<file path="config.mk">
export PLATFORM = sky130hd
export DESIGN_NAME = trem_merge_flat
export DESIGN_NICKNAME = d
export VERILOG_FILES = /design/src/rtl/core/trem_pkg.sv /design/src/rtl/core/trem_out_if.sv /design/src/rtl/core/trem_merge.sv /design/src/flat_wrapper.sv
export SDC_FILE = /design/constraint.sdc
export NUM_CORES = 1
export LEC_CHECK = 0
export BUFFER_PORTS_ARGS = -buffer_cell sky130_fd_sc_hd__buf_4
export CORE_AREA = 2 2 152 154
export DETAILED_ROUTE_END_ITERATION = 10
export DIE_AREA = 0 0 154 156
export GPL_TIMING_DRIVEN = 0
export PLACE_DENSITY = 0.62
export SETUP_SLACK_MARGIN = 0.2
export SLEW_MARGIN = 20
export SYNTH_ARGS = -nofsm -noshare
export SYNTH_HDL_FRONTEND = slang
export SYNTH_SLANG_ARGS = --single-unit
</file>
<file path="constraint.sdc">
create_clock -name clk -period 4.76 [get_ports clk]
set_input_delay 0.952 -clock clk [delete_from_list [all_inputs] [get_ports clk]]
set_output_delay 0.952 -clock clk [all_outputs]
set_load 0.1 [all_outputs]
</file>
<file path="src/rtl/core/trem_pkg.sv">
// Shared constants, types and the quarter-wave sine table of the phased tremolo.
`timescale 1ns / 1ps

package trem_pkg;

  localparam int MAX_LANES      = 8;
  localparam int CHANNELS       = 8;
  localparam int SAMPLE_BITS    = 24;
  localparam int PHASE_BITS     = 32;
  localparam int SINE_ADDR_BITS = 10;
  localparam int QUARTER_BITS   = SINE_ADDR_BITS - 2;
  localparam int QUARTER        = 1 << QUARTER_BITS;

  localparam int CFG_INDEX_BITS = 2;
  localparam int CFG_DATA_BITS  = 32;
  localparam int STEP_BITS      = 32;
  localparam int DEPTH_BITS     = 16;
  localparam int COUNT_BITS     = 4;

  // Register indexes on the configuration channel
  localparam logic [CFG_INDEX_BITS-1:0] REG_PHASE_STEP = 2'd0;
  localparam logic [CFG_INDEX_BITS-1:0] REG_MOD_DEPTH  = 2'd1;
  localparam logic [CFG_INDEX_BITS-1:0] REG_CHANNELS   = 2'd2;

  localparam logic [DEPTH_BITS-1:0] DEPTH_FULL = 16'd32768;

  // Register stages of one lane: sine, depth product, gain, sample product, round
  localparam int LANE_STAGES    = 5;
  localparam int STAGE_CNT_BITS = 3;

  localparam logic [63:0] HALF_PI_Q30 = 64'd1686629713;

  typedef logic signed [SAMPLE_BITS-1:0] sample_t;
  typedef sample_t                       lane_vec_t [MAX_LANES];
  typedef logic        [15:0]            qmag_t;
  typedef qmag_t                         qtab_t [QUARTER];

  localparam logic [63:0] TAYLOR_DIV [1:6] = '{64'd6, 64'd20, 64'd42, 64'd72, 64'd110, 64'd156};

  // Q1.15 magnitude of sin(k * quarter turn / QUARTER), Taylor series in Q30
  function automatic qmag_t quarter_sine(input logic [63:0] k);
    logic [63:0] x;
    logic [63:0] x2;
    logic [63:0] term;
    logic [63:0] sum;
    logic [63:0] v;
    x    = (k * HALF_PI_Q30 + 64'(QUARTER / 2)) >> QUARTER_BITS;
    x2   = (x * x) >> 30;
    term = x;
    sum  = x;
    for (int n = 1; n <= 6; n++) begin
      term = ((term * x2) >> 30) / TAYLOR_DIV[n];
      if (n % 2 == 1) begin
        sum = sum - term;
      end else begin
        sum = sum + term;
      end
    end
    v = (sum * 64'd32767 + (64'd1 << 29)) >> 30;
    if (v > 64'd32767) begin
      v = 64'd32767;
    end
    return v[15:0];
  endfunction

  function automatic qtab_t build_qtab();
    qtab_t t;
    for (int k = 0; k < QUARTER; k++) begin
      t[k] = quarter_sine(64'(k));
    end
    return t;
  endfunction

  localparam qtab_t QTAB  = build_qtab();
  localparam qmag_t QPEAK = quarter_sine(64'(QUARTER));

endpackage

</file>
<file path="src/rtl/core/trem_out_if.sv">
// Output frame channel: valid/ready handshake and eight modulated samples.
`timescale 1ns / 1ps

interface trem_out_if;
  import trem_pkg::*;

  logic    valid;
  logic    ready;
  sample_t out_0;
  sample_t out_1;
  sample_t out_2;
  sample_t out_3;
  sample_t out_4;
  sample_t out_5;
  sample_t out_6;
  sample_t out_7;

  modport source (
    output valid, out_0, out_1, out_2, out_3, out_4, out_5, out_6, out_7,
    input  ready
  );

  modport sink (
    input  valid, out_0, out_1, out_2, out_3, out_4, out_5, out_6, out_7,
    output ready
  );
endinterface

</file>
<file path="src/rtl/core/trem_merge.sv">
// Merge stage: gathers lane results, zeroes unused channels, holds the output frame.
`timescale 1ns / 1ps

module trem_merge #(
  parameter int CHANNELS = trem_pkg::CHANNELS
) (
  input  logic                            clk,
  input  logic                            rst,
  input  trem_pkg::lane_vec_t             lanes,
  input  logic [trem_pkg::COUNT_BITS-1:0] count,
  input  logic                            load,
  output logic                            can_load,
  trem_out_if.source                      frame_out
);
  import trem_pkg::*;

  sample_t out_frame [MAX_LANES];
  logic    out_valid;

  assign can_load = !out_valid || frame_out.ready;

  always_ff @(posedge clk) begin
    if (rst) begin
      out_valid <= 1'b0;
    end else if (load) begin
      out_valid <= 1'b1;
    end else if (frame_out.ready) begin
      out_valid <= 1'b0;
    end
  end

  always_ff @(posedge clk) begin
    if (load) begin
      for (int k = 0; k < MAX_LANES; k++) begin
        if ((k < CHANNELS) && (COUNT_BITS'(k) < count)) begin
          out_frame[k] <= lanes[k];
        end else begin
          out_frame[k] <= '0;
        end
      end
    end
  end

  assign frame_out.valid = out_valid;
  assign frame_out.out_0 = out_frame[0];
  assign frame_out.out_1 = out_frame[1];
  assign frame_out.out_2 = out_frame[2];
  assign frame_out.out_3 = out_frame[3];
  assign frame_out.out_4 = out_frame[4];
  assign frame_out.out_5 = out_frame[5];
  assign frame_out.out_6 = out_frame[6];
  assign frame_out.out_7 = out_frame[7];

endmodule

</file>
<file path="src/flat_wrapper.sv">
// flat-port wrapper written by rule: the top's interface ports become plain ports
module trem_merge_flat import trem_pkg::*;
#(
  parameter int CHANNELS = trem_pkg::CHANNELS
)
  (clk, rst, lanes, count, load, can_load, frame_out_valid, frame_out_out_0, frame_out_out_1, frame_out_out_2, frame_out_out_3, frame_out_out_4, frame_out_out_5, frame_out_out_6, frame_out_out_7, frame_out_ready);
  trem_out_if frame_out_i ();
  input  logic clk;
  input  logic rst;
  input  trem_pkg::lane_vec_t lanes;
  input  logic [trem_pkg::COUNT_BITS-1:0] count;
  input  logic load;
  output logic can_load;
  output wire logic [$bits(frame_out_i.valid)-1:0] frame_out_valid;
  output wire logic [$bits(frame_out_i.out_0)-1:0] frame_out_out_0;
  output wire logic [$bits(frame_out_i.out_1)-1:0] frame_out_out_1;
  output wire logic [$bits(frame_out_i.out_2)-1:0] frame_out_out_2;
  output wire logic [$bits(frame_out_i.out_3)-1:0] frame_out_out_3;
  output wire logic [$bits(frame_out_i.out_4)-1:0] frame_out_out_4;
  output wire logic [$bits(frame_out_i.out_5)-1:0] frame_out_out_5;
  output wire logic [$bits(frame_out_i.out_6)-1:0] frame_out_out_6;
  output wire logic [$bits(frame_out_i.out_7)-1:0] frame_out_out_7;
  input wire logic [$bits(frame_out_i.ready)-1:0] frame_out_ready;
  assign frame_out_valid = frame_out_i.valid;
  assign frame_out_out_0 = frame_out_i.out_0;
  assign frame_out_out_1 = frame_out_i.out_1;
  assign frame_out_out_2 = frame_out_i.out_2;
  assign frame_out_out_3 = frame_out_i.out_3;
  assign frame_out_out_4 = frame_out_i.out_4;
  assign frame_out_out_5 = frame_out_i.out_5;
  assign frame_out_out_6 = frame_out_i.out_6;
  assign frame_out_out_7 = frame_out_i.out_7;
  assign frame_out_i.ready = frame_out_ready;
  trem_merge #(.CHANNELS(CHANNELS)) u_core (.clk(clk), .rst(rst), .lanes(lanes), .count(count), .load(load), .can_load(can_load), .frame_out(frame_out_i));
endmodule
</file>
==> metrics <==
Worst-Margin Slew=722 ps; CP Cell Sequence=buf_4, nand2b_1, buf_4; Pre-antenna DRT Iters=4; Post-CTS Setup Bufs=0; post-DP HPWL=16.3 mm; clock skew=0 ps; Warnings, synthesis=0; post-CTS sizing=0; final net count=1071; Post-Syn Instances=460; Max Cap Viol=0; Most used DFF post-synth=edfxtp_1; Slew HR=51.8%; combinational power share=32.1%; CTS Buffer Depth=2; ys async rst share=0%; Synth cell types=22; GRT overflow=0; worst path required time=3810 ps; total number of vias=5297; filler instances=2006; Initial Util=33.2%; Pwr Density=449 nW/µm²; first-pass GRT wire length=31.2 mm; clock sinks=193; Syn Area/Cell=16.1 µm²; synthesized area=7420 µm²; syn nets=660; CP most frequent cell=buf_4; Hold Path Class=reg2reg; antenna violations before repair=0; CP max stage cell=buf_4; CP Buf/Inv Count=2; hold buffer count at CTS=0; Final Max Slew Viols=0; Core Rows=55; Root Buffer=clkbuf_16; Lkg Pwr=4.80 nW; clock share of power=27.3%; most frequent cell after synthesis=edfxtp_1; vias in the first global route=5311; Die Y=156 µm; Yosys reg bits=193; synth top area cells=edfxtp_1, a21boi_0, dfxtp_1, nor2b_1, mux2i_1; Seq pwr share=40.6%; Setup TNS=0 ps; die width=154 µm; Area after DPL=10700 µm²; Setup Crit Path Kind=in2out; clock-pin slew on the worst setup and hold paths=80 ps; final period utilization=50.3%; cell taking the most area after synthesis=edfxtp_1; sequential share of the synthesized area=74.8%; Die ar.=24000 µm²; io pins=394; outcome=finished clean; drt total wl=21.5 mm; synthesis-to-finish area growth=52.0%; final setup vio count=0; minimum clock period=2390 ps; Max Fanout on Critical Path=2; share of cells above drive strength 1=51.4%; htree depth=4; post-DR vias/cell=4.53; Internal=3.05 mW; GRT Overall Usage=17.4%; P_sw=2.01 mW; Crit path max-delay family=buffers and inverters; DRC Markers=0; RD Place Congestion=0.767; Peak VDD IR=0.232 mV; slowest stage delay, CP=240 ps; Setup crit start kind=input port; Hold Violations, Final=0; EDFF count, synth=168; Core ar.=22400 µm²; antenna cells=0; largest net degree at the start of global routing=25; Peak Freq=418 MHz; worst setup margin=2370 ps; Synth top area share=68.0%; cts bufs inserted=17; CTS tree=done; switching part of the total power=39.8%; Routed WL per cell=18.4 µm; slack of the worst reg-to-reg path=4130 ps; Design Area, Final=11300 µm²; IO Port Bufs=392; Critical Path AT=1440 ps; DP Worst Slack=2350 ps; critical path capture point type=primary output; Synth top cells by count=edfxtp_1, a21boi_0, nor2b_1, a21oi_1, dfxtp_1; RSZ-0062 raised after global routing=false; Routed Antenna Nets=0; initial DRC count=234; Clock Latency Late Sink=430 ps
[power groups by stage]
stage,Sequential (mW),Combinational [mW],Clock (mW)
finish,2.05,1.62,1.38
detailed placement,2.09,1.63,0
floorplan,3.16,0.143,0
CTS,2.06,1.63,1.41
global placement,2.09,1.63,0
global route,2.07,1.67,1.48
[cells by family (layout without fill, tap and decap cells)]
logic type | after synthesis | after routing | synth area share [%]
AO/OA/AOI/OAI | 122 | 122 | 11.6
buffers and inverters | 41 | 465 | 3.22
flip-flops | 193 | 193 | 74.8
multiplexers | 24 | 24 | 3.24
AND/OR/NAND/NOR | 80 | 80 | 7.17
[worst paths after layout]
| kind | cells after the start | endpoint | startpoint |
|---|---|---|---|
| hold / removal | 2 | u_core.frame_out.valid | u_core.frame_out.valid |
| setup / recovery | 3 | can_load | frame_out_ready |
| hold reg to reg | 2 | u_core.frame_out.valid | u_core.frame_out.valid |
| setup reg to reg | 2 | u_core.out_frame[1][11] | u_core.out_frame[1][11] |
[per-layer routing]
layer  part of all wire (%)  global-route usage, %  vias up
li1                       -                      -     2510
met1                     38                   20.1     2505
met2                     50                   29.6      252
met3                    9.0                   6.28       30
met4                    2.4                   6.76        0
met5                      0                      0        -
[placed cells by master, fill, tap and decap left out, drive strengths merged]
master and count:
dfxtp 25, clkbuf 39, o21ai 1, inv 10, edfxtp 168, nor2b 71
clkinvlp 3, mux2i 24, a21boi 96, clkinv 1, buf 412, nand2b 1
nor3b 1, a21oi 25, nand2 2, nand3 1, nor2 1, and2b 2
nor4b 1
[through the flow]
step           power [mW]  utilization [%]  instances  hold WS (ps)
6_report             5.06             50.4       1169           509
5_1_grt              5.22             50.4       1169           537
4_1_cts              5.10             50.4       1169           520
3_5_place_dp         3.72             48.0       1137           508
3_3_place_gp         3.72             47.9       1137           488
2_1_floorplan        3.31                -        460           978
[area by class of cell]
type,count,area [µm²],share of cell area [%]
buffer,40,244,2.16
clock buffer,19,433,3.84
clock inverter,13,115,1.02
inverter,1,3.75,0.0333
multi-input combinational,226,1630,14.5
sequential,193,5550,49.2
tap,285,357,3.16
timing repair buffer,392,2940,26.1
[worst register-to-register path: cells and delay by family (launching register included)]
family         cells  cell delay [ps]
flip-flops         1              330
multiplexers       1              130
AO/OA/AOI/OAI      1               50
[sequential cells by signal, indices dropped and copies added, names as in the netlist]
signal,flops
u_core.out_frame,192
u_core.frame_out.valid,1
Note: power is estimated with default switching activity, not from simulation.
