## config.mk

```make
export PLATFORM = sky130hd
export DESIGN_NAME = trem_lane
export DESIGN_NICKNAME = d
export VERILOG_FILES = /design/src/rtl/core/trem_pkg.sv /design/src/rtl/core/trem_lane.sv
export SDC_FILE = /design/constraint.sdc
export NUM_CORES = 2
export LEC_CHECK = 0
export BUFFER_PORTS_ARGS = -buffer_cell sky130_fd_sc_hd__buf_2
export CORE_AREA = 2 2 199 348
export DETAILED_ROUTE_END_ITERATION = 10
export DIE_AREA = 0 0 201 350
export GPL_TIMING_DRIVEN = 0
export PLACE_DENSITY = 0.81
export REMOVE_ABC_BUFFERS = 1
export SETUP_SLACK_MARGIN = 0.5
export SYNTH_ARGS = -nofsm -noshare
export SYNTH_HDL_FRONTEND = slang
export SYNTH_SLANG_ARGS = --single-unit
```

## constraint.sdc

```tcl
create_clock -name clk -period 8.8 [get_ports clk]
set_input_delay 0.88 -clock clk [delete_from_list [all_inputs] [get_ports clk]]
set_output_delay 0.88 -clock clk [all_outputs]
set_load 0.02 [all_outputs]
```

## src/rtl/core/trem_pkg.sv

```systemverilog
// Shared constants, types and the quarter-wave sine table of the phased tremolo.
`timescale 1ns / 1ps

package trem_pkg;

  localparam int MAX_LANES      = 8;
  localparam int CHANNELS       = 8;
  localparam int SAMPLE_BITS    = 24;
  localparam int PHASE_BITS     = 32;
  localparam int SINE_ADDR_BITS = 10;
  localparam int QUARTER_BITS   = SINE_ADDR_BITS - 2;
  localparam int QUARTER        = 1 << QUARTER_BITS;

  localparam int CFG_INDEX_BITS = 2;
  localparam int CFG_DATA_BITS  = 32;
  localparam int STEP_BITS      = 32;
  localparam int DEPTH_BITS     = 16;
  localparam int COUNT_BITS     = 4;

  // Register indexes on the configuration channel
  localparam logic [CFG_INDEX_BITS-1:0] REG_PHASE_STEP = 2'd0;
  localparam logic [CFG_INDEX_BITS-1:0] REG_MOD_DEPTH  = 2'd1;
  localparam logic [CFG_INDEX_BITS-1:0] REG_CHANNELS   = 2'd2;

  localparam logic [DEPTH_BITS-1:0] DEPTH_FULL = 16'd32768;

  // Register stages of one lane: sine, depth product, gain, sample product, round
  localparam int LANE_STAGES    = 5;
  localparam int STAGE_CNT_BITS = 3;

  localparam logic [63:0] HALF_PI_Q30 = 64'd1686629713;

  typedef logic signed [SAMPLE_BITS-1:0] sample_t;
  typedef sample_t                       lane_vec_t [MAX_LANES];
  typedef logic        [15:0]            qmag_t;
  typedef qmag_t                         qtab_t [QUARTER];

  localparam logic [63:0] TAYLOR_DIV [1:6] = '{64'd6, 64'd20, 64'd42, 64'd72, 64'd110, 64'd156};

  // Q1.15 magnitude of sin(k * quarter turn / QUARTER), Taylor series in Q30
  function automatic qmag_t quarter_sine(input logic [63:0] k);
    logic [63:0] x;
    logic [63:0] x2;
    logic [63:0] term;
    logic [63:0] sum;
    logic [63:0] v;
    x    = (k * HALF_PI_Q30 + 64'(QUARTER / 2)) >> QUARTER_BITS;
    x2   = (x * x) >> 30;
    term = x;
    sum  = x;
    for (int n = 1; n <= 6; n++) begin
      term = ((term * x2) >> 30) / TAYLOR_DIV[n];
      if (n % 2 == 1) begin
        sum = sum - term;
      end else begin
        sum = sum + term;
      end
    end
    v = (sum * 64'd32767 + (64'd1 << 29)) >> 30;
    if (v > 64'd32767) begin
      v = 64'd32767;
    end
    return v[15:0];
  endfunction

  function automatic qtab_t build_qtab();
    qtab_t t;
    for (int k = 0; k < QUARTER; k++) begin
      t[k] = quarter_sine(64'(k));
    end
    return t;
  endfunction

  localparam qtab_t QTAB  = build_qtab();
  localparam qmag_t QPEAK = quarter_sine(64'(QUARTER));

endpackage

```

## src/rtl/core/trem_lane.sv

```systemverilog
// One channel lane: phase offset, sine lookup, gain and rounded, saturated product.
`timescale 1ns / 1ps

module trem_lane #(
  parameter int LANE = 0
) (
  input  logic                                 clk,
  input  trem_pkg::sample_t                    sample,
  input  logic [trem_pkg::PHASE_BITS-1:0]      base_phase,
  input  logic [trem_pkg::DEPTH_BITS-1:0]      depth,
  input  logic [trem_pkg::COUNT_BITS-1:0]      count,
  output trem_pkg::sample_t                    result
);
  import trem_pkg::*;

  localparam int PROD_BITS = SAMPLE_BITS + 33;
  localparam int Y_BITS    = PROD_BITS - 31;

  // Offset of this lane for each channel count: floor(LANE * turn / n)
  localparam logic [PHASE_BITS-1:0] OFF_DIV1 = PHASE_BITS'((64'(LANE) << PHASE_BITS) / 1);
  localparam logic [PHASE_BITS-1:0] OFF_DIV2 = PHASE_BITS'((64'(LANE) << PHASE_BITS) / 2);
  localparam logic [PHASE_BITS-1:0] OFF_DIV3 = PHASE_BITS'((64'(LANE) << PHASE_BITS) / 3);
  localparam logic [PHASE_BITS-1:0] OFF_DIV4 = PHASE_BITS'((64'(LANE) << PHASE_BITS) / 4);
  localparam logic [PHASE_BITS-1:0] OFF_DIV5 = PHASE_BITS'((64'(LANE) << PHASE_BITS) / 5);
  localparam logic [PHASE_BITS-1:0] OFF_DIV6 = PHASE_BITS'((64'(LANE) << PHASE_BITS) / 6);
  localparam logic [PHASE_BITS-1:0] OFF_DIV7 = PHASE_BITS'((64'(LANE) << PHASE_BITS) / 7);
  localparam logic [PHASE_BITS-1:0] OFF_DIV8 = PHASE_BITS'((64'(LANE) << PHASE_BITS) / 8);

  localparam sample_t SAMPLE_HI = sample_t'({1'b0, {(SAMPLE_BITS-1){1'b1}}});
  localparam sample_t SAMPLE_LO = sample_t'({1'b1, {(SAMPLE_BITS-1){1'b0}}});

  logic [PHASE_BITS-1:0]        offset;
  logic [PHASE_BITS-1:0]        phase;
  logic [SINE_ADDR_BITS-1:0]    addr;
  logic [1:0]                   quad;
  logic [QUARTER_BITS-1:0]      r;
  logic [QUARTER_BITS-1:0]      tab_idx;
  qmag_t                        mag;
  logic signed [15:0]           mag_s;
  logic signed [15:0]           sine_next;
  logic signed [15:0]           sine;
  logic signed [32:0]           sd_next;
  logic signed [32:0]           sd;
  logic [31:0]                  bias_next;
  logic [31:0]                  bias;
  logic signed [32:0]           gain_sum;
  logic [31:0]                  gain_next;
  logic [31:0]                  gain;
  logic signed [PROD_BITS-1:0]  prod_next;
  logic signed [PROD_BITS-1:0]  prod;
  logic signed [PROD_BITS-1:0]  rounded;
  logic signed [Y_BITS-1:0]     y;
  sample_t                      result_next;

  always_comb begin
    case (count)
      4'd2:    offset = OFF_DIV2;
      4'd3:    offset = OFF_DIV3;
      4'd4:    offset = OFF_DIV4;
      4'd5:    offset = OFF_DIV5;
      4'd6:    offset = OFF_DIV6;
      4'd7:    offset = OFF_DIV7;
      4'd8:    offset = OFF_DIV8;
      default: offset = OFF_DIV1;
    endcase
  end

  // Stage 1: channel phase and sine from the quarter-wave table
  always_comb begin
    phase   = base_phase + offset;
    addr    = phase[PHASE_BITS-1 -: SINE_ADDR_BITS];
    quad    = addr[SINE_ADDR_BITS-1 -: 2];
    r       = addr[QUARTER_BITS-1:0];
    tab_idx = quad[0] ? QUARTER_BITS'((QUARTER_BITS+1)'(QUARTER) - (QUARTER_BITS+1)'(r)) : r;
    if (quad[0] && (r == '0)) begin
      mag = QPEAK;
    end else begin
      mag = QTAB[tab_idx];
    end
    mag_s     = $signed({1'b0, mag[14:0]});
    sine_next = quad[1] ? -mag_s : mag_s;
  end

  // Stage 2: sine times depth, and the bias 1 - depth/2 in Q1.31
  always_comb begin
    sd_next   = 33'(sine) * $signed({17'd0, depth});
    bias_next = {17'(17'h10000 - 17'(depth)), 15'd0};
  end

  // Stage 3: gain in Q1.31, never negative and at most one
  always_comb begin
    gain_sum  = sd + $signed({1'b0, bias});
    gain_next = gain_sum[31:0];
  end

  // Stage 4: sample times gain
  always_comb begin
    prod_next = PROD_BITS'(sample) * $signed({{(PROD_BITS-32){1'b0}}, gain});
  end

  // Stage 5: round half up, floor shift and saturate
  always_comb begin
    rounded = prod + (PROD_BITS'(1) <<< 30);
    y       = rounded[PROD_BITS-1:31];
    if (y > Y_BITS'(SAMPLE_HI)) begin
      result_next = SAMPLE_HI;
    end else if (y < Y_BITS'(SAMPLE_LO)) begin
      result_next = SAMPLE_LO;
    end else begin
      result_next = y[SAMPLE_BITS-1:0];
    end
  end

  always_ff @(posedge clk) begin
    sine   <= sine_next;
    sd     <= sd_next;
    bias   <= bias_next;
    gain   <= gain_next;
    prod   <= prod_next;
    result <= result_next;
  end

endmodule

```

==> results.md <==
* Status: finished clean
* Die width at 201 um
* Clk_lat worst skew at 0.45 ns
* CP max FO at 32
* Register Area at 3000 um2
* Flops & latches, synth at 148
* Drt first pass iters at 6
* Number of I/O port buffers at 74
* Largest net degree at the start of global routing at 113
* CTS tree: yes
* DRC Markers at 0
* Final hold vios at 0
* Reg-to-reg setup timing slack at 0.56 ns
* Mapped Cells at 5018
* RSZ-0062 raised after global routing: true
* Nets at 6118
* Post-synth top flop: dfxtp_1
* Initial DRC Count at 3192
* Crit path kind: in -> reg
* Worst-path clk slew at 0.07 ns
* Rel. slew slack at 0.0328
* Root Buffer: clkbuf_16
* Global-route wire length before repair at 216000 um
* Io pins at 101
* Synth unique cells at 100
* Slew Limit Fails at 0
* Vias in the first global route at 39580
* YS warnings at 0
* Final WL at 137000 um
* Starting Density at 0.647
* Post-Syn Area at 43600 um2
* Core area at 67300 um2
* Global route overflow at 0
* Via count at 36186
* Most common cell after layout, fill and taps aside: inv_1
* Max-cap violation count at 0
* Post-Syn Area per Cell at 8.68 um2
* Initial antenna violation count at 1
* Fraction of registers with async set/reset at 0
* Startpoint types: input port
* Die height at 350 um
* Register area share after synthesis at 0.0680
* Post-Route Skew at 0.0182 ns
* Final worst slack at 0.444 ns
* Arr. time, crit path at 8.70 ns
* Multi-input logic area at 35600 um2
* Die ar. at 70400 um2
* Clock Tree Buf Depth at 2
* Fillers at 5430
* Kind of end point of the critical path: flop
* Avg WL per Cell at 23.9 um
* Routed Antenna Nets at 0
* TNS Setup at 0 ns
* Least-Margin Pin Slew at 1.44 ns
* Area grow syn2layout at 2.59%
* Detailed placement HPWL at 99100 um
* Worst Path Required at 9.14 ns
* CTS Sinks at 148
* HP Class: reg -> reg
* Most frequent cells in the layout: 971 x inv_1, 852 x fa_1, 611 x nand2_1, 483 x and2_1, 369 x ha_1
* GPL Wtd Cong at 1.03
* Highest Clock Rate at 0.120 GHz
* Num rows at 126
* CTS Buf Count at 17
* H-Tree Level Count at 4
* Number of synthesized flops with an enable pin at 0
* Vias per cell at 6.32
* Total track usage at 0.404
* Fraction of final layout cells with drive strength greater than 1 at 0.0443
* # setup viols final at 0
* Finished Core Util at 0.664
* Final Critical Period at 8.36 ns
* Final worst-path cycle share at 0.950
* Post-CTS setup buffer count at 0
* Pre-CTS setup slack at -0.149 ns
what timing repair did:
item | CTS | global route
pin swaps | 0 | 0
setup endpoints to repair | 13 | 13
cloned | 0 | 0
hold buffers | 0 | 0
gates resized for setup | 32 | 21
kinds of logic after synthesis:
logic type / Yosys count / share of synthesized area
multiplexers: 27 / 0.00666
buffers and inverters: 1283 / 0.116
adder cells (fa/ha/maj): 1222 / 0.498
XOR/XNOR: 137 / 0.0280
AO/OA/AOI/OAI: 666 / 0.106
flip-flops: 148 / 0.0680
AND/OR/NAND/NOR: 1535 / 0.178
sequential cells by signal, summed over array words and instances, names as in the netlist:
name,cells
gain,32
prod,27
sine,16
sd,32
bias,17
result,24
critical path, stage by stage:
cell	delay [ns]
buf_2	0.66
nand2_1	0.17
fa_1	0.52
inv_1	0.05
fa_1	0.52
fa_1	0.64
fa_1	0.49
fa_1	0.46
fa_1	0.49
inv_1	0.05
fa_1	0.47
inv_1	0.06
ha_1	0.32
a21o_1	0.17
a21o_1	0.17
a211oi_1	0.22
o21ai_0	0.19
a211oi_1	0.57
a211oi_2	0.27
o2111ai_1	0.44
a21oi_2	0.19
or4b_1	0.48
and3_1	0.19
path summary, 6_finish.rpt:
kind,cells past startpoint,endpoint,from
setup / recovery,23,prod[54],sample[20]
hold / removal,0,gain[5],sd[5]
setup reg to reg,22,prod[54],gain[13]
hold reg to reg,0,gain[5],sd[5]
metrics by stage:
| stage | cells | cell area [um2] | hold slack, ns |
|---|---|---|---|
| final | 5730 | 44700 | 0.314 |
| after global placement | 5684 | 43700 | 0.310 |
| after floorplan | 4714 | 42200 | 0.310 |
| after CTS | 5728 | 44600 | 0.311 |
| after detailed placement | 5696 | 44000 | 0.312 |
| after global routing | 5728 | 44700 | 0.319 |
cell usage after synthesis (all sizes together), types with 8 or more instances:
cell type / count / share of area
a221oi: 18 / 0.0036
buf: 81 / 0.012
inv: 976 / 0.084
o311a: 8 / 0.0018
nor2: 136 / 0.012
o211ai: 25 / 0.0046
a31oi: 29 / 0.0045
nor2b: 44 / 0.0063
mux2i: 20 / 0.0046
or2: 11 / 0.0016
o21bai: 13 / 0.0022
xor2: 43 / 0.0086
and3: 25 / 0.0037
o31ai: 14 / 0.0024
nand2b: 47 / 0.0067
a41oi: 10 / 0.0024
nand3: 56 / 0.0064
clkbuf: 223 / 0.019
nand4: 11 / 0.0016
o21ai: 139 / 0.016
o311ai: 17 / 0.0034
fa: 852 / 0.39
a2111oi: 14 / 0.0030
ha: 370 / 0.11
nand2: 612 / 0.053
a311oi: 11 / 0.0022
a21oi: 132 / 0.015
nor3: 48 / 0.0060
a21o: 42 / 0.0072
or4: 8 / 0.0015
nor4: 9 / 0.0013
or3: 14 / 0.0020
dfxtp: 148 / 0.068
o22ai: 17 / 0.0026
a22oi: 9 / 0.0016
o21a: 9 / 0.0016
xnor2: 94 / 0.019
and2: 483 / 0.069
o2111ai: 9 / 0.0018
a211o: 16 / 0.0032
o221ai: 17 / 0.0034
o2bb2ai: 9 / 0.0018
a211oi: 58 / 0.010
layout make-up:
class | count | area share
sequential | 148 | 0.0671
clock inverter | 14 | 0.00414
antenna | 2 | 0.000112
tap | 896 | 0.0251
timing repair buffer | 86 | 0.0146
inverter | 979 | 0.0823
clock buffer | 18 | 0.00983
multi-input combinational | 3587 | 0.797
metal layers:
metal  part of all wire  vias to the layer above  GRT usage
li1                   -                    15229          -
met1               0.31                    17945      0.415
met5           0.000080                        -          0
met4               0.11                        2      0.371
met3              0.085                      894     0.0778
met2               0.49                     2116      0.696
Power is left out: the tool's default activity adds up to more than one toggle a clock period on the data nets, which glitch-free logic cannot reach.
